### src/rtl/gss_queue.sv
// ----------------------------------------------------------------------------
// gss_queue: two-entry queue between front and back end
// Lets the intake run ahead while the back end works on a cell.
// ----------------------------------------------------------------------------
module gss_queue #(
  parameter int WIDTH = 8
) (
  input  logic             clk,
  input  logic             rst_n,
  input  logic             push,
  input  logic [WIDTH-1:0] push_data,
  output logic             full,
  input  logic             pop,
  output logic             not_empty,
  output logic [WIDTH-1:0] pop_data
);

  logic [WIDTH-1:0] slot_r [2];
  logic             wr_ptr_r, wr_ptr_nxt;
  logic             rd_ptr_r, rd_ptr_nxt;
  logic [1:0]       count_r, count_nxt;

  assign full      = (count_r == 2'd2);
  assign not_empty = (count_r != 2'd0);
  assign pop_data  = slot_r[rd_ptr_r];

  always_comb begin
    wr_ptr_nxt = push ? !wr_ptr_r : wr_ptr_r;
    rd_ptr_nxt = pop ? !rd_ptr_r : rd_ptr_r;
    count_nxt  = count_r;
    if (push && !pop) begin
      count_nxt = count_r + 2'd1;
    end else if (pop && !push) begin
      count_nxt = count_r - 2'd1;
    end
  end

  always_ff @(posedge clk) begin
    if (!rst_n) begin
      wr_ptr_r <= 1'b0;
      rd_ptr_r <= 1'b0;
      count_r  <= 2'd0;
    end else begin
      wr_ptr_r <= wr_ptr_nxt;
      rd_ptr_r <= rd_ptr_nxt;
      count_r  <= count_nxt;
    end
  end

  always_ff @(posedge clk) begin
    if (push) begin
      slot_r[wr_ptr_r] <= push_data;
    end
  end

endmodule

### config.mk
export PLATFORM = sky130hd
export DESIGN_NAME = gss_queue
export DESIGN_NICKNAME = d
export VERILOG_FILES = /design/src/rtl/gss_queue.sv
export SDC_FILE = /design/constraint.sdc
export NUM_CORES = 1
export LEC_CHECK = 0
export ABC_AREA = 1
export CORE_MARGIN = 3
export CORE_UTILIZATION = 35
export CTS_CLUSTER_SIZE = 16
export DETAILED_ROUTE_END_ITERATION = 7
export DONT_BUFFER_PORTS = 1
export PLACE_DENSITY_LB_ADDON = 0.08
export SYNTH_ARGS = -nofsm -noshare
export SYNTH_HDL_FRONTEND = slang
export SYNTH_SLANG_ARGS = --single-unit
export TNS_END_PERCENT = 20
### constraint.sdc
create_clock -name clk -period 1.24 [get_ports clk]
set_input_delay 0.124 -clock clk [delete_from_list [all_inputs] [get_ports clk]]
set_output_delay 0.124 -clock clk [all_outputs]
set_load 0.01 [all_outputs]
==> key figures <==
CTS
  – Worst skew pair latency: 0.30 ns
  – Clk pin slew, worst setup/hold paths: 0.12 ns
  – Clk sinks: 21
  – Num CTS Buffers: 3
  – Root buf cell: clkbuf_4
  – CTS max path bufs: 2
  – # Post-CTS Setup Buffers: 0
  – H-tree depth: 1
  – TritonCTS clock tree: done

STA
  – Final setup fails: 2
  – Hold WS: 0.162 ns
  – Slew HR: 0.760
  – Fmax: 805 MHz
  – Setup Skew: 0.00649 ns
  – Final setup margin: -0.00171 ns
  – Post-layout min period: 1.24 ns
  – Worst-Margin Slew: 0.359 ns
  – Fin. max-slew vios: 0
  – Final hold violation count: 0
  – Period Utilization, post-route: 1.00
  – RSZ-0062 raised after global routing: true
  – Setup TNS: -0.00185 ns

Floorplan
  – DIE HEIGHT: 54.1 um
  – Core region area: 0.00208 sq mm
  – Die area: 0.00293 sq mm
  – Initial core utilization: 0.389
  – # IOs: 22
  – FP Rows: 16
  – Die W: 54.1 um

Yosys
  – Synth cell count leaders: edfxtp_1 (16), inv_1 (8), mux2_2 (8)
  – Ranking of synthesized cells by area: edfxtp_1 (59%), dfxtp_1 (12%), mux2_2 (11%)
  – Yosys Warn Count: 0
  – Sequential fraction of the synthesis area: 0.716
  – Register bit count reported by yosys: 21
  – Post-synth EDFFs: 16
  – Top FF cell, synth: edfxtp_1
  – Yosys cell types: 16
  – Syn_area_per_cell: 14.0 sq um
  – Top-count cell post-synth: edfxtp_1
  – Synth Net Count: 71
  – Yosys top cell by area: edfxtp_1
  – Syn Std Cell Area: 811 sq um
  – Cells after synthesis: 58
  – Share of the synthesized area in the top cell type: 0.593
  – Asr flop ratio synth: 0

Layout
  – Antenna cells: 0
  – Util after Layout: 0.496
  – Share of layout cells above drive strength 1: 0.240
  – Nets: 89
  – Fill cells: 192
  – Finished Cell Area: 0.00103 sq mm
  – Synth-to-Final Area Change: 27.3%
  – Non-filler instance count after layout: 102

Placement
  – Placer congestion estimate: 0.637
  – Placed Area: 856 sq um
  – Place WS: 0.229 ns
  – Dpl hpwl: 847 um
  – PortBufs: 0
  – Number of cells after detailed placement: 87

Hold path
  – Hold crit path type: in2reg

Worst setup path
  – CP arrival: 1.12 ns
  – Startpoint Class: register
  – Critical Path RT: 1.12 ns
  – Worst setup path class: reg2out
  – Worst Setup End Kind: output pin
  – Peak fanout along the critical path: 8

Detailed routing
  – DRT Pass-1 Iters: 4
  – Vias per inst: 4.46
  – Routed wire length: 1230 um
  – DR iter-0 viols: 9
  – Routed WL per cell: 12.1 um
  – Wire length on met1: 526 um
  – Met2 WL: 644 um
  – Metal3 WL: 59 um
  – Max layer used: met3
  – Routed Antenna Nets: 0
  – Residual DRC: 0
  – Vias: 455

GRT
  – Largest net degree at the start of global routing: 13
  – GRT Resource Usage Total: 0.101
  – Initial antenna violation count: 0
  – GRT Residual Overflow: 0
  – First-pass GRT wire length: 2030 um
  – Vias in the first global route: 483

Power and ir drop
  – Combinational share of power: 0.149
  – Leakage Power: 0.423 nW
  – Max IR drop VDD: 660 uV
  – Internal power: 1.03 mW
  – Switching power: 313 uW
  – Sequential Power Share: 0.614
  – Clock power share: 0.237
  – Switch share: 0.233
  – Pwr Total: 1.34 mW
  – Cell Pwr Density: 1300 mW/mm^2

Outcome
  – Status: complete, but fails checks
  – Violated checks: negative setup slack

Job
  – Max Cap Violations: 0
## sequential cells by signal (all words and copies together), names as in the netlist, named ones only
register	flops
rd_ptr_r	1
wr_ptr_r	1
slot_r	16
count_r	2
## logic make-up after synthesis
logic type | Yosys count | synth area share
fa+ha+maj | 1 | 0.0154
mux | 8 | 0.111
compound gates | 2 | 0.0123
xor+xnor | 1 | 0.0108
simple gates | 15 | 0.0787
flops | 21 | 0.716
buf+inv | 10 | 0.0556
## worst paths after layout
path                                  end  cells after the start                     from  slack, ns
setup / recovery              pop_data[5]                      2                 register     -0.002
hold / removal    count_r[0]$_SDFFE_PN0P_                      3                     push       0.16
hold reg to reg   count_r[0]$_SDFFE_PN0P_                      1  count_r[0]$_SDFFE_PN0P_       0.53
setup reg to reg   slot_r[1][7]$_DFFE_PP_                      2    wr_ptr_r$_SDFFE_PN0P_       0.21
## layer usage
metal | global-route usage | vias to the layer above
met5 | 0 | -
met4 | 0.0622 | 0
met3 | 0.0166 | 0
met2 | 0.177 | 12
met1 | 0.111 | 212
li1 | - | 231
## timing repair
action / CTS / global route
resized for setup: 11 / 0
hold buffers: 11 / 0
hold endpoints to repair: 21 / 0
endpoints found under the setup margin: 8 / 8
pin swaps: 0 / 0
## power groups by stage
stage / sequential, mW / combinational [mW] / clock [mW]
floorplan: 0.833 / 0.122 / 0
global placement: 0.836 / 0.146 / 0
detailed placement: 0.837 / 0.147 / 0
CTS: 0.824 / 0.203 / 0.334
global route: 0.829 / 0.220 / 0.370
finish: 0.824 / 0.200 / 0.318
## cells in the final DEF, fill, tap and decap left out
master / Yosys / final
dlygate4sd3_1: 0 / 11
dfxtp_1: 5 / 4
clkbuf_4: 0 / 3
nand2_1: 5 / 5
xnor2_1: 1 / 1
a21oi_1: 1 / 1
buf_4: 0 / 2
inv_2: 1 / 1
nand4_1: 1 / 1
nor2_1: 6 / 6
buf_8: 0 / 1
inv_1: 8 / 8
ha_1: 1 / 1
edfxtp_1: 16 / 16
nor3_1: 1 / 1
o21ai_0: 1 / 1
clkinv_2: 0 / 1
dfxtp_2: 0 / 1
nand3_1: 1 / 1
mux2_4: 0 / 8
nand2_2: 1 / 1
## worst max-delay path: stages, from the launching register on
cell,delay [ns]
dfxtp_2,0.35
buf_8,0.14
mux2_4,0.32
## area by class of cell
type	instances	area (sq um)	area share
Sequential cell	21	582	0.564
Multi-Input combinational cell	27	215	0.208
Inverter	9	33.8	0.0327
Tap cell	27	33.8	0.0327
Timing Repair Buffer	14	140	0.136
Clock inverter	1	5.00	0.00485
Clock buffer	3	22.5	0.0218
Note: power is estimated with default switching activity, not from simulation.
