`src/rtl/gss_pkg.sv`:
```
// ----------------------------------------------------------------------------
// gss_pkg: shared types and constants
// Register indexes, reset values and the control types that pass between
// the front end, the back end and the top level.
// ----------------------------------------------------------------------------
package gss_pkg;

  localparam int MAX_GRID_DEF   = 1024;
  localparam int VALUE_BITS_DEF = 20;

  localparam int COEF_W     = 18;
  localparam int SIDE_W     = 11;
  localparam int CFG_IDX_W  = 3;
  localparam int CFG_DATA_W = 18;
  localparam int IDX_OUT_W  = 10;
  localparam int FRAC       = 16;

  localparam logic [CFG_IDX_W-1:0] REG_DIFF_U    = 3'd0;
  localparam logic [CFG_IDX_W-1:0] REG_DIFF_V    = 3'd1;
  localparam logic [CFG_IDX_W-1:0] REG_FEED_RATE = 3'd2;
  localparam logic [CFG_IDX_W-1:0] REG_KILL_RATE = 3'd3;
  localparam logic [CFG_IDX_W-1:0] REG_TIME_STEP = 3'd4;
  localparam logic [CFG_IDX_W-1:0] REG_GRID_SIDE = 3'd5;

  localparam logic [COEF_W-1:0] DIFF_U_RST    = 18'd10486;
  localparam logic [COEF_W-1:0] DIFF_V_RST    = 18'd5243;
  localparam logic [COEF_W-1:0] FEED_RATE_RST = 18'd3932;
  localparam logic [COEF_W-1:0] KILL_RATE_RST = 18'd4063;
  localparam logic [COEF_W-1:0] TIME_STEP_RST = 18'd65536;
  localparam logic [SIDE_W-1:0] GRID_SIDE_RST = 11'd256;

  typedef struct packed {
    logic [COEF_W-1:0] diff_u;
    logic [COEF_W-1:0] diff_v;
    logic [COEF_W-1:0] feed_rate;
    logic [COEF_W-1:0] kill_rate;
    logic [COEF_W-1:0] time_step;
    logic [SIDE_W-1:0] grid_side;
  } gss_cfg_t;

  // classification of one cell, made by the front end
  typedef struct packed {
    logic has_prev;   // row above exists, one result for it
    logic interior;   // row above cell needs the full update
    logic last_row;   // cell itself is emitted as border
    logic corner;     // last cell of the grid
    logic first_col;
    logic last_col;
  } gss_flags_t;

  localparam int FLAGS_W = $bits(gss_flags_t);

endpackage

```
`src/rtl/gss_in_if.sv`:
```
// ----------------------------------------------------------------------------
// gss_in_if: input cell channel
// Valid/ready channel carrying one grid cell (u, v).
// ----------------------------------------------------------------------------
interface gss_in_if #(
  parameter int VALUE_BITS = gss_pkg::VALUE_BITS_DEF
);
  logic                         valid;
  logic                         ready;
  logic signed [VALUE_BITS-1:0] u_in;
  logic signed [VALUE_BITS-1:0] v_in;

  modport source (output valid, output u_in, output v_in, input ready);
  modport sink   (input valid, input u_in, input v_in, output ready);
endinterface

```
`src/rtl/gss_front.sv`:
```
// ----------------------------------------------------------------------------
// gss_front: cell intake and classification
// Tracks the raster position, clamps the grid side and tags each beat with
// the work the back end has to do for it.
// ----------------------------------------------------------------------------
module gss_front #(
  parameter int MAX_GRID   = gss_pkg::MAX_GRID_DEF,
  parameter int VALUE_BITS = gss_pkg::VALUE_BITS_DEF,
  localparam int CW = $clog2(MAX_GRID)
) (
  input  logic                         clk,
  input  logic                         rst_n,
  input  gss_pkg::gss_cfg_t            cfg,
  gss_in_if.sink                       in_bus,
  input  logic                         q_full,
  output logic                         q_push,
  output logic signed [VALUE_BITS-1:0] q_u,
  output logic signed [VALUE_BITS-1:0] q_v,
  output logic [CW-1:0]                q_row,
  output logic [CW-1:0]                q_col,
  output gss_pkg::gss_flags_t          q_flags
);

  localparam int SW = ($clog2(MAX_GRID + 1) > gss_pkg::SIDE_W) ?
                      $clog2(MAX_GRID + 1) : gss_pkg::SIDE_W;
  localparam logic [SW-1:0] SIDE_MIN = SW'(3);
  localparam logic [SW-1:0] SIDE_MAX = SW'(MAX_GRID);

  logic [CW-1:0] row_r, row_nxt;
  logic [CW-1:0] col_r, col_nxt;
  logic [SW-1:0] side_raw, side;
  logic [CW-1:0] r, c;
  logic          at_last_col, at_last_row;

  assign side_raw = SW'(cfg.grid_side);

  always_comb begin
    if (side_raw < SIDE_MIN) begin
      side = SIDE_MIN;
    end else if (side_raw > SIDE_MAX) begin
      side = SIDE_MAX;
    end else begin
      side = side_raw;
    end
  end

  // restart a counter that ran past a shrunk side
  assign c = (SW'(col_r) >= side) ? '0 : col_r;
  assign r = (SW'(row_r) >= side) ? '0 : row_r;

  assign at_last_col = (SW'(c) == side - SW'(1));
  assign at_last_row = (SW'(r) == side - SW'(1));

  assign in_bus.ready = !q_full;
  assign q_push       = in_bus.valid && !q_full;
  assign q_u          = in_bus.u_in;
  assign q_v          = in_bus.v_in;
  assign q_row        = r;
  assign q_col        = c;

  always_comb begin
    q_flags.has_prev  = (r != '0);
    q_flags.interior  = (r != '0) && (r != CW'(1)) && (c != '0) && !at_last_col;
    q_flags.last_row  = at_last_row;
    q_flags.corner    = at_last_row && at_last_col;
    q_flags.first_col = (c == '0);
    q_flags.last_col  = at_last_col;
  end

  always_comb begin
    row_nxt = row_r;
    col_nxt = col_r;
    if (q_push) begin
      if (at_last_col) begin
        col_nxt = '0;
        row_nxt = at_last_row ? '0 : r + CW'(1);
      end else begin
        col_nxt = c + CW'(1);
        row_nxt = r;
      end
    end
  end

  always_ff @(posedge clk) begin
    if (!rst_n) begin
      row_r <= '0;
      col_r <= '0;
    end else begin
      row_r <= row_nxt;
      col_r <= col_nxt;
    end
  end

endmodule

```
`src/flat_wrapper.sv`:
```
// flat-port wrapper written by rule: the top's interface ports become plain ports
module gss_front_flat 
#(
  parameter int MAX_GRID   = gss_pkg::MAX_GRID_DEF,
  parameter int VALUE_BITS = gss_pkg::VALUE_BITS_DEF,
  localparam int CW = $clog2(MAX_GRID)
)
  (clk, rst_n, cfg, q_full, q_push, q_u, q_v, q_row, q_col, q_flags, in_bus_valid, in_bus_u_in, in_bus_v_in, in_bus_ready);
  gss_in_if #(.VALUE_BITS(VALUE_BITS)) in_bus_i ();
  input  logic clk;
  input  logic rst_n;
  input  gss_pkg::gss_cfg_t cfg;
  input  logic q_full;
  output logic q_push;
  output logic signed [VALUE_BITS-1:0] q_u;
  output logic signed [VALUE_BITS-1:0] q_v;
  output logic [CW-1:0] q_row;
  output logic [CW-1:0] q_col;
  output gss_pkg::gss_flags_t q_flags;
  input wire logic [$bits(in_bus_i.valid)-1:0] in_bus_valid;
  input wire logic [$bits(in_bus_i.u_in)-1:0] in_bus_u_in;
  input wire logic [$bits(in_bus_i.v_in)-1:0] in_bus_v_in;
  output wire logic [$bits(in_bus_i.ready)-1:0] in_bus_ready;
  assign in_bus_i.valid = in_bus_valid;
  assign in_bus_i.u_in = in_bus_u_in;
  assign in_bus_i.v_in = in_bus_v_in;
  assign in_bus_ready = in_bus_i.ready;
  gss_front #(.MAX_GRID(MAX_GRID), .VALUE_BITS(VALUE_BITS)) u_core (.clk(clk), .rst_n(rst_n), .cfg(cfg), .in_bus(in_bus_i), .q_full(q_full), .q_push(q_push), .q_u(q_u), .q_v(q_v), .q_row(q_row), .q_col(q_col), .q_flags(q_flags));
endmodule
```
`config.mk`:
```
export PLATFORM = sky130hd
export DESIGN_NAME = gss_front_flat
export DESIGN_NICKNAME = d
export VERILOG_FILES = /design/src/rtl/gss_pkg.sv /design/src/rtl/gss_in_if.sv /design/src/rtl/gss_front.sv /design/src/flat_wrapper.sv
export SDC_FILE = /design/constraint.sdc
export NUM_CORES = 1
export LEC_CHECK = 0
export BUFFER_PORTS_ARGS = -buffer_cell sky130_fd_sc_hd__buf_4
export CAP_MARGIN = 40
export CORE_MARGIN = 3
export CORE_UTILIZATION = 46
export DETAILED_ROUTE_END_ITERATION = 8
export PLACE_DENSITY_LB_ADDON = 0.2
export SETUP_SLACK_MARGIN = 0.15
export SYNTH_ARGS = -nofsm -noshare
export SYNTH_HDL_FRONTEND = slang
export SYNTH_SLANG_ARGS = --single-unit
```
`constraint.sdc`:
```
create_clock -name clk -period 14.6 [get_ports clk]
set_input_delay 2.92 -clock clk [delete_from_list [all_inputs] [get_ports clk]]
set_output_delay 2.92 -clock clk [all_outputs]
set_load 0.02 [all_outputs]
```
==> results of run 1 <==
==> sequential cells by signal (all words and copies together), names as in the netlist <==
register and cells:
u_core.row_r 10, u_core.col_r 10
==> per-stage QoR <==
step | std cells | hold WS [ns] | setup slack [ns] | area, um2
after floorplan | 425 | 0.478 | 4.94 | 3050
after global placement | 487 | 0.524 | 4.24 | 3090
after detailed placement | 487 | 0.527 | 4.17 | 3090
after CTS | 490 | 0.539 | 4.13 | 3130
after global routing | 490 | 0.555 | 3.74 | 3130
final | 490 | 0.534 | 4.09 | 3130
==> tightest hold or removal path, cell delays in order, from the launching register on <==
cell,delay [ns]
dfxtp_1,0.36
nand2_1,0.08
a21oi_1,0.05
==> cell usage after synthesis (all sizes together) (5+ instances only) <==
library cell and count:
nand4b 6, buf 45, nor4 10, and3 7, a22oi 5, nor3 9, inv 21, dfxtp 20
and2 18, clkbuf 13, o211ai 5, a21oi 19, o22ai 7, nand2 49, nand4 10, a211oi 5
nand3 18, xnor2 9, nor2 25, a31oi 6, ha 26, o21ai 16, nor2b 6, nand2b 9
==> cells by family after synthesis <==
logic type / Yosys count
flops: 20
simple gates: 191
xor+xnor: 11
mux: 4
buf+inv: 80
fa+ha+maj: 26
compound gates: 93
==> path summary, 6_finish.rpt <==
check                                  endpoint  slack (ns)             from
worst max register to register  u_core.col_r[8]       10.68  u_core.col_r[4]
worst min-delay path            u_core.col_r[0]        0.53  u_core.col_r[0]
worst max-delay path                 q_flags[2]        4.09           cfg[5]
worst min register to register  u_core.col_r[0]        0.53  u_core.col_r[0]
==> final cells by class <==
| class | instances | area (um2) |
|---|---|---|
| Fill cell | 638 | 3260 |
| Multi-Input combinational cell | 325 | 2180 |
| Sequential cell | 20 | 400 |
| Timing Repair Buffer | 43 | 323 |
| Tap cell | 77 | 96.3 |
| Inverter | 22 | 82.6 |
| Clock buffer | 3 | 41.3 |
==> power by group <==
part	switching, mW	leakage [nW]	internal, mW
logic	0.0283	1.05	0.0178
registers	0.00151	0.161	0.0551
clock network	0.0191	0.0216	0.0184
total	0.0489	1.23	0.0913
==> metal layers <==
| layer | part of all wire, % | vias up | routed length, um | GRT usage (%) |
|---|---|---|---|---|
| li1 | - | 1491 | - | - |
| met1 | 45 | 1426 | 3910 | 32.3 |
| met2 | 44 | 137 | 3910 | 35.1 |
| met3 | 8.4 | 26 | 738 | 3.22 |
| met4 | 2.7 | 0 | 237 | 8.23 |
| met5 | 0 | - | 0 | 0 |
==> results_dict.tcl, run 1 <==
set metrics [dict create \
    status "finished clean" \
    place_congestion 0.932 \
    vdd_drop_max_v 0.0000344 \
    synth_fa_ha_area_share_pct 10.7 \
    cts_buffer_depth 2 \
    first_pass_iters 5 \
    cts_htree_levels 1 \
    start_util_pct 47.8 \
    grt_first_pass_wirelength_mm 14.3 \
    setup_violations 0 \
    syn2layout_area_growth_pct 2.46 \
    critPathMostFrequentCell "buf_4" \
    finish.utilization_pct 49.0 \
    hold_class "reg2reg" \
    powerDensity_nw_per_um2 44.8 \
    slew_violations 0 \
    required_ns 11.68 \
    cts-buffers-inserted 3 \
    cts.sink_count 20 \
    syn_avg_cell_area_um2 7.18 \
    grt_max_degree 27 \
    ys.flop_type "dfxtp_1" \
    cp.arrival_ns 7.59 \
    grt_pass1_vias 2869 \
    io_pins 213 \
    layout_common_cells "nand2_1, buf_4, ha_1" \
    synth.top_cells.by_area "dfxtp_1, ha_1, buf_4" \
    cts_root_buf "clkbuf_8" \
    cp_slowest_cell "nor4_2" \
    syn_area_um2 3050 \
    power_uw 140 \
    cp_max_fo 11 \
    core.rowCount 29 \
    grt_overflow 0 \
    crit_chain "buf_4, nor4_2, a21oi_1, nor2_1, inv_1, ha_1, xnor2_1, o211ai_1, a211o_1, or4_4, a2111oi_4, nor4bb_1, buf_4" \
    cts_resized 0 \
    cts_tree "built" \
    synth_top_area_cell "dfxtp_1" \
    vias 3080 \
    ys_ff_latch 20 \
    critPathCaptureType "output port" \
    clock_latency_ns 0.26 \
    synth-simple-area-share_pct 35.1 \
    wl_per_cell_um 17.9 \
    coreArea_um2 6390 \
    path_clk_slew_ns 0.08 \
    drc 0 \
    rsz0062_at_grt "false" \
    die_h_um 87.5 \
    whs_path_depth 2 \
    worst_pin_slew_ns 0.695 \
    synth_enable_flop_cells 0 \
    die_x_um 87.5 \
    synth_xor_area_share_pct 3.16 \
    final_hold_viol_count 0 \
    clock-skew-final_ns 0.00485 \
    critPathKind "in2out" \
    synthMuxAreaShare_pct 1.31 \
    routed_via_density 6.29 \
    ys_seq_area_share_pct 13.1 \
    cpPeakStageDelay_ns 0.64 \
    synth_top_area_share_pct 13.1 \
    syn_inst 425 \
    grt_usage_pct 22.9 \
    ant_nets 0 \
    max_freq_ghz 0.0952 \
    final_common_cell "nand2_1" \
    post_cts_buffers 0 \
    leakagePower_nw 1.23 \
    setup_tns_ns 0 \
    synth_nets 596 \
    worst-path-buf-inv 3 \
    start_kind "input pin" \
    initialDrtViolationCount 262 \
    hold_buffers 0 \
    synth_top_family_by_area "simple AND/OR/NAND/NOR gates" \
    synth_compound_area_share_pct 21.3 \
    port-buffer-count 42 \
    die-area_um2 7650 \
    min_period_ns 10.51 \
    antenna_found_initial 0 \
    wl_mm 8.80 \
    critical-path-top-delay-family "simple AND/OR/NAND/NOR gates" \
    diodes 0 \
    fin_nets 586 \
    cap_violations 0 \
    synthArstFlopShare_pct 0 \
    finalCritPeriodShare_pct 72.0 \
    synth.distinct_cells 72 \
    dpl.hpwl_mm 6.72 \
    drive_gt1_share_pct 15.0 \
    r2r_cells 14 \
    yosysWarnings 0 \
    cp.depth 13 \
    maxSlewHeadroom_pct 53.3 \
]
(Power assumes the default switching activity.)
==> run 2, diff against run 1 <==
CORE_UTILIZATION = 43   (was 46)
clock period = 10.3 ns   (was 14.6 ns; I/O delays follow)
==> run 2 against run 1 <==
Total power is 48% higher; hold slack improved by 0.013 ns; critical path depth unchanged; combinational power rose by 41%; clock skew rose by 0.00053 ns; register-to-register slack got worse by 4.3 ns; clock-buffer cell count rose by 1; cell area grew 1.2%; sequential power grew 42%; wire length up 0.77%; sequential share of layout area is 0.15 points lower; first-iteration DRC count fell by 9.2%; largest cell class unchanged; largest power group unchanged; highest routed layer unchanged.
==> results_dict.tcl, run 2 (synthesis gave the netlist of run 1 again) <==
set metrics [dict create \
    ff2ff_setup_slack_ns 6.39 \
    placed_cells 506 \
    timing.rr.end "u_core.col_r[8]" \
    required_ns 8.24 \
    finalCritPeriodShare_pct 83.4 \
    whs_path_depth 2 \
    start_util_pct 44.7 \
    rr_startpoint "u_core.col_r[9]" \
    powerDensity_nw_per_um2 65.4 \
    syn2layout_area_growth_pct 3.69 \
    path_clk_slew_ns 0.08 \
    grt_pass1_vias 2864 \
    setup_violations 0 \
    wl_mm 8.86 \
    finalNonFillerCells 510 \
    coreArea_um2 6830 \
    multiInputGateArea_um2 2180 \
    worst_slack_ns 1.71 \
    clock_latency_ns 0.26 \
    antenna_found_initial 0 \
    grt_max_degree 27 \
    min-delay-start "u_core.col_r[0]" \
    crit_chain "buf_4, nor4_2, a21oi_1, nor2_1, inv_1, ha_1, xnor2_1, o211ai_1, a211o_1, or4_4, a2111oi_4, nor4bb_1, buf_4" \
    cap_violations 0 \
    cts_root_buf "clkbuf_8" \
    grt_overflow 0 \
    port-buffer-count 42 \
    status "finished clean" \
    wl_per_cell_um 17.4 \
    grt_first_pass_wirelength_mm 14.5 \
    cts_htree_levels 1 \
    ant_nets 0 \
    leakagePower_nw 1.24 \
    cpPeakStageDelay_ns 0.63 \
    grt_usage_pct 21.0 \
    power_uw 207 \
    reg_top3 "u_core.col_r: 10 flops, u_core.row_r: 10 flops" \
    hold_end "u_core.col_r[0]" \
    cp.arrival_ns 6.53 \
    slew_violations 0 \
    drc 0 \
    critPathMostFrequentCell "buf_4" \
    start_kind "input pin" \
    layout_common_cells "nand2_1, buf_4, ha_1" \
    cts_buffer_depth 2 \
    post_cts_buffers 0 \
    vias 3106 \
    cts_tree "built" \
    cts_resized 0 \
    hold_buffers 0 \
    finish.utilization_pct 46.3 \
    drive_gt1_share_pct 15.2 \
    initialDrtViolationCount 238 \
    cts.sink_count 20 \
    critPathCaptureType "output port" \
    seqCellArea_um2 400 \
    final_hold_viol_count 0 \
    place_congestion 0.882 \
    worst_pin_slew_ns 0.671 \
    cp_max_fo 11 \
    maxSlewHeadroom_pct 54.9 \
    max_freq_ghz 0.116 \
    first_pass_iters 5 \
    io_pins 213 \
    cp_slowest_cell "nor4_2" \
    hold_class "reg2reg" \
    routed_via_density 6.09 \
    die_h_um 90.2 \
    core.rowCount 30 \
    min_period_ns 8.59 \
    final_common_cell "nand2_1" \
    clock-skew-final_ns 0.00538 \
    die-area_um2 8140 \
    rsz0062_at_grt "false" \
    setup_tns_ns 0 \
    cts-buffers-inserted 3 \
    fillers 727 \
    vdd_drop_max_v 0.0000517 \
    die_x_um 90.2 \
    fin_nets 586 \
    diodes 0 \
    dp_worst_setup_slack_ns 1.76 \
    dpl.hpwl_mm 6.68 \
    r2r_cells 14 \
    critPathKind "in2out" \
]
## run 2: worst max-delay path, delay by kind of cell
family / cells / cell delay (ns)
simple gates: 4 / 2.12
buf+inv: 3 / 0.48
fa+ha+maj: 1 / 0.35
xor+xnor: 1 / 0.46
compound gates: 4 / 1.05
## run 2: cell type report
| type | count | area share, % |
|---|---|---|
| clock buffers | 4 | 1.74 |
| inverters | 22 | 2.61 |
| multi-input cells | 325 | 69.0 |
| well taps | 96 | 3.80 |
| flip-flops and latches | 20 | 12.7 |
| repair buffers | 43 | 10.2 |
## run 2: layer usage
metal	track usage, %	vias up	share of wire (%)
met3	3.35	40	8.1
li1	-	1489	-
met4	6.38	0	2.7
met2	32.4	152	43
met1	29.9	1425	46
met5	0	-	0
## run 2: through the flow
step | instance area (um2) | hold slack [ns]
3_3_place_gp | 3110 | 0.519
2_1_floorplan | 3050 | 0.478
6_report | 3160 | 0.547
3_5_place_dp | 3110 | 0.533
5_1_grt | 3160 | 0.591
4_1_cts | 3160 | 0.543
## run 2: how the worst max path moves through the flow
stage | start | to | slack, ns | cells after the start
after floorplan | cfg[3] | q_flags[2] | 2.36 | 13
after global placement | cfg[5] | q_flags[4] | 1.74 | 14
after detailed placement | cfg[5] | q_flags[2] | 1.76 | 13
after CTS | cfg[5] | q_flags[2] | 1.72 | 13
after global routing | cfg[5] | q_flags[4] | 1.32 | 14
final | cfg[5] | q_flags[2] | 1.71 | 13
## run 2: power breakdown
group          total (mW)  internal (mW)  switching [mW]  leakage (nW)
sequential         0.0802         0.0781         0.00216         0.161
combinational      0.0651         0.0253          0.0398          1.05
clock              0.0617         0.0340          0.0277        0.0288
==> run 3, diff against run 2 <==
clock period = 8.1 ns   (was 10.3 ns; I/O delays follow)
==> run 3 against run 2 <==
Hold slack got worse by 0.020 ns; largest power group unchanged; register-to-register slack lost 2.2 ns; sequential cell count unchanged; non-clock buffer count increased by 5; clock power grew 28%; clock-buffer cell count stayed put; critical path depth increased by 1.
==> results_dict.tcl, run 3 (synthesis gave the netlist of run 1 again) <==
set metrics [dict create \
    clkPwrFrac_pct 29.7 \
    worst_pin_slew_ns 0.669 \
    post_cts_buffers 0 \
    p_comb_share_pct 32.0 \
    vias 3125 \
    hold_class "reg2reg" \
    coreArea_um2 6830 \
    grt_max_degree 27 \
    pwr-share-seq_pct 38.3 \
    clock_latency_ns 0.27 \
    min_period_ns 7.31 \
    cts_resized 0 \
    p_int_uw 176 \
    start_kind "input pin" \
    finalCritPeriodShare_pct 90.3 \
    core.rowCount 30 \
    critPathKind "in2out" \
    wl_per_cell_um 17.2 \
    p_sw_uw 90.1 \
    clock-skew-final_ns 0.00892 \
    dp_worst_setup_slack_ns 0.831 \
    cts_tree "built" \
    cts-buffers-inserted 3 \
    die_x_um 90.2 \
    first_pass_iters 5 \
    rsz0062_at_grt "false" \
    reg_top3 "u_core.col_r: 10 flops, u_core.row_r: 10 flops" \
    routed_via_density 6.07 \
    grt_overflow 0 \
    start_util_pct 44.7 \
    leakagePower_nw 1.26 \
    cts.sink_count 20 \
    wl_mm 8.85 \
    status "finished clean" \
    io_pins 213 \
    maxSlewHeadroom_pct 55.0 \
    hold_buffers 0 \
    cts_root_buf "clkbuf_8" \
    critPathCaptureType "output port" \
    die_h_um 90.2 \
    ant_nets 0 \
    fin_nets 591 \
    port-buffer-count 42 \
    initialDrtViolationCount 280 \
    setup_violations 0 \
    vdd_drop_max_v 0.0000699 \
    cts_buffer_depth 2 \
    worst_slack_ns 0.787 \
    grt_pass1_vias 2831 \
    diodes 0 \
    path_clk_slew_ns 0.07 \
    final_common_cell "nand2_1" \
    required_ns 6.48 \
    syn2layout_area_growth_pct 4.92 \
    die-area_um2 8140 \
    cp.arrival_ns 5.69 \
    drc 0 \
    dpl.hpwl_mm 6.78 \
    grt_usage_pct 21.0 \
    layout_common_cells "nand2_1, buf_4, ha_1" \
    drive_gt1_share_pct 16.2 \
    grt_first_pass_wirelength_mm 14.4 \
    place_congestion 0.951 \
    antenna_found_initial 0 \
    netSwitchingFraction_pct 33.8 \
    setup_tns_ns 0 \
    cp_max_fo 11 \
    max_freq_ghz 0.137 \
    final_hold_viol_count 0 \
    fillers 704 \
    powerDensity_nw_per_um2 83.2 \
    cap_violations 0 \
    slew_violations 0 \
    cts_htree_levels 1 \
]
==> run 3: cell count changes in the layout (fill, tap and decap cells not counted) <==
cell   before  now
buf_4      43   48
==> run 3: worst max-delay path: stages <==
cell and delay [ns]:
buf_4 0.13, nor4_2 0.63, a21oi_1 0.19, nor2_1 0.15
buf_4 0.18, inv_1 0.06, ha_1 0.31, xnor2_1 0.30
o211ai_1 0.14, a211o_1 0.25, or4_4 0.55, a2111oi_4 0.49
nor4bb_1 0.47, buf_4 0.22
==> run 3: per-stage QoR <==
step           total power [mW]  hold WS, ns  instance area, um2  util (%)  std cells
2_1_floorplan             0.188        0.478                3050         -        425
6_report                  0.266        0.528                3200      46.9        515
5_1_grt                   0.280        0.589                3200      46.9        515
4_1_cts                   0.266        0.526                3200      46.9        515
3_3_place_gp              0.187        0.518                3150      46.1        511
3_5_place_dp              0.188        0.516                3150      46.1        511
==> run 3: worst paths after layout <==
kind	startpoint	to	slack [ns]	cells after the start
worst max-delay path	cfg[5]	q_flags[2]	0.79	14
worst min-delay path	u_core.col_r[0]	u_core.col_r[0]	0.53	2
worst max register to register	u_core.col_r[9]	u_core.col_r[8]	4.20	15
worst min register to register	u_core.col_r[0]	u_core.col_r[0]	0.53	2
==> run 3: layer usage <==
metal | routed length (um) | part of all wire, % | up-vias | track usage, %
met1 | 4050 | 46 | 1458 | 29.0
met4 | 304 | 3.4 | 0 | 9.06
met2 | 3770 | 43 | 137 | 31.4
met3 | 723 | 8.2 | 38 | 4.44
met5 | 0 | 0 | - | 0
li1 | - | - | 1492 | -
==> run 3: cell type report <==
cell class / instances / area [um2] / share of cell area, %
clock buffers: 4 / 55.1 / 1.72
inverters: 22 / 82.6 / 2.58
multi-input cells: 325 / 2180 / 68.2
flip-flops and latches: 20 / 400 / 12.5
well taps: 96 / 120 / 3.75
repair buffers: 48 / 360 / 11.3
==> run 3: power groups by stage <==
stage,clock network (mW),registers [mW],logic [mW]
2_1_floorplan,0,0.102,0.0860
5_1_grt,0.0840,0.102,0.0941
6_report,0.0791,0.102,0.0851
3_3_place_gp,0,0.104,0.0830
4_1_cts,0.0796,0.102,0.0843
3_5_place_dp,0,0.104,0.0838
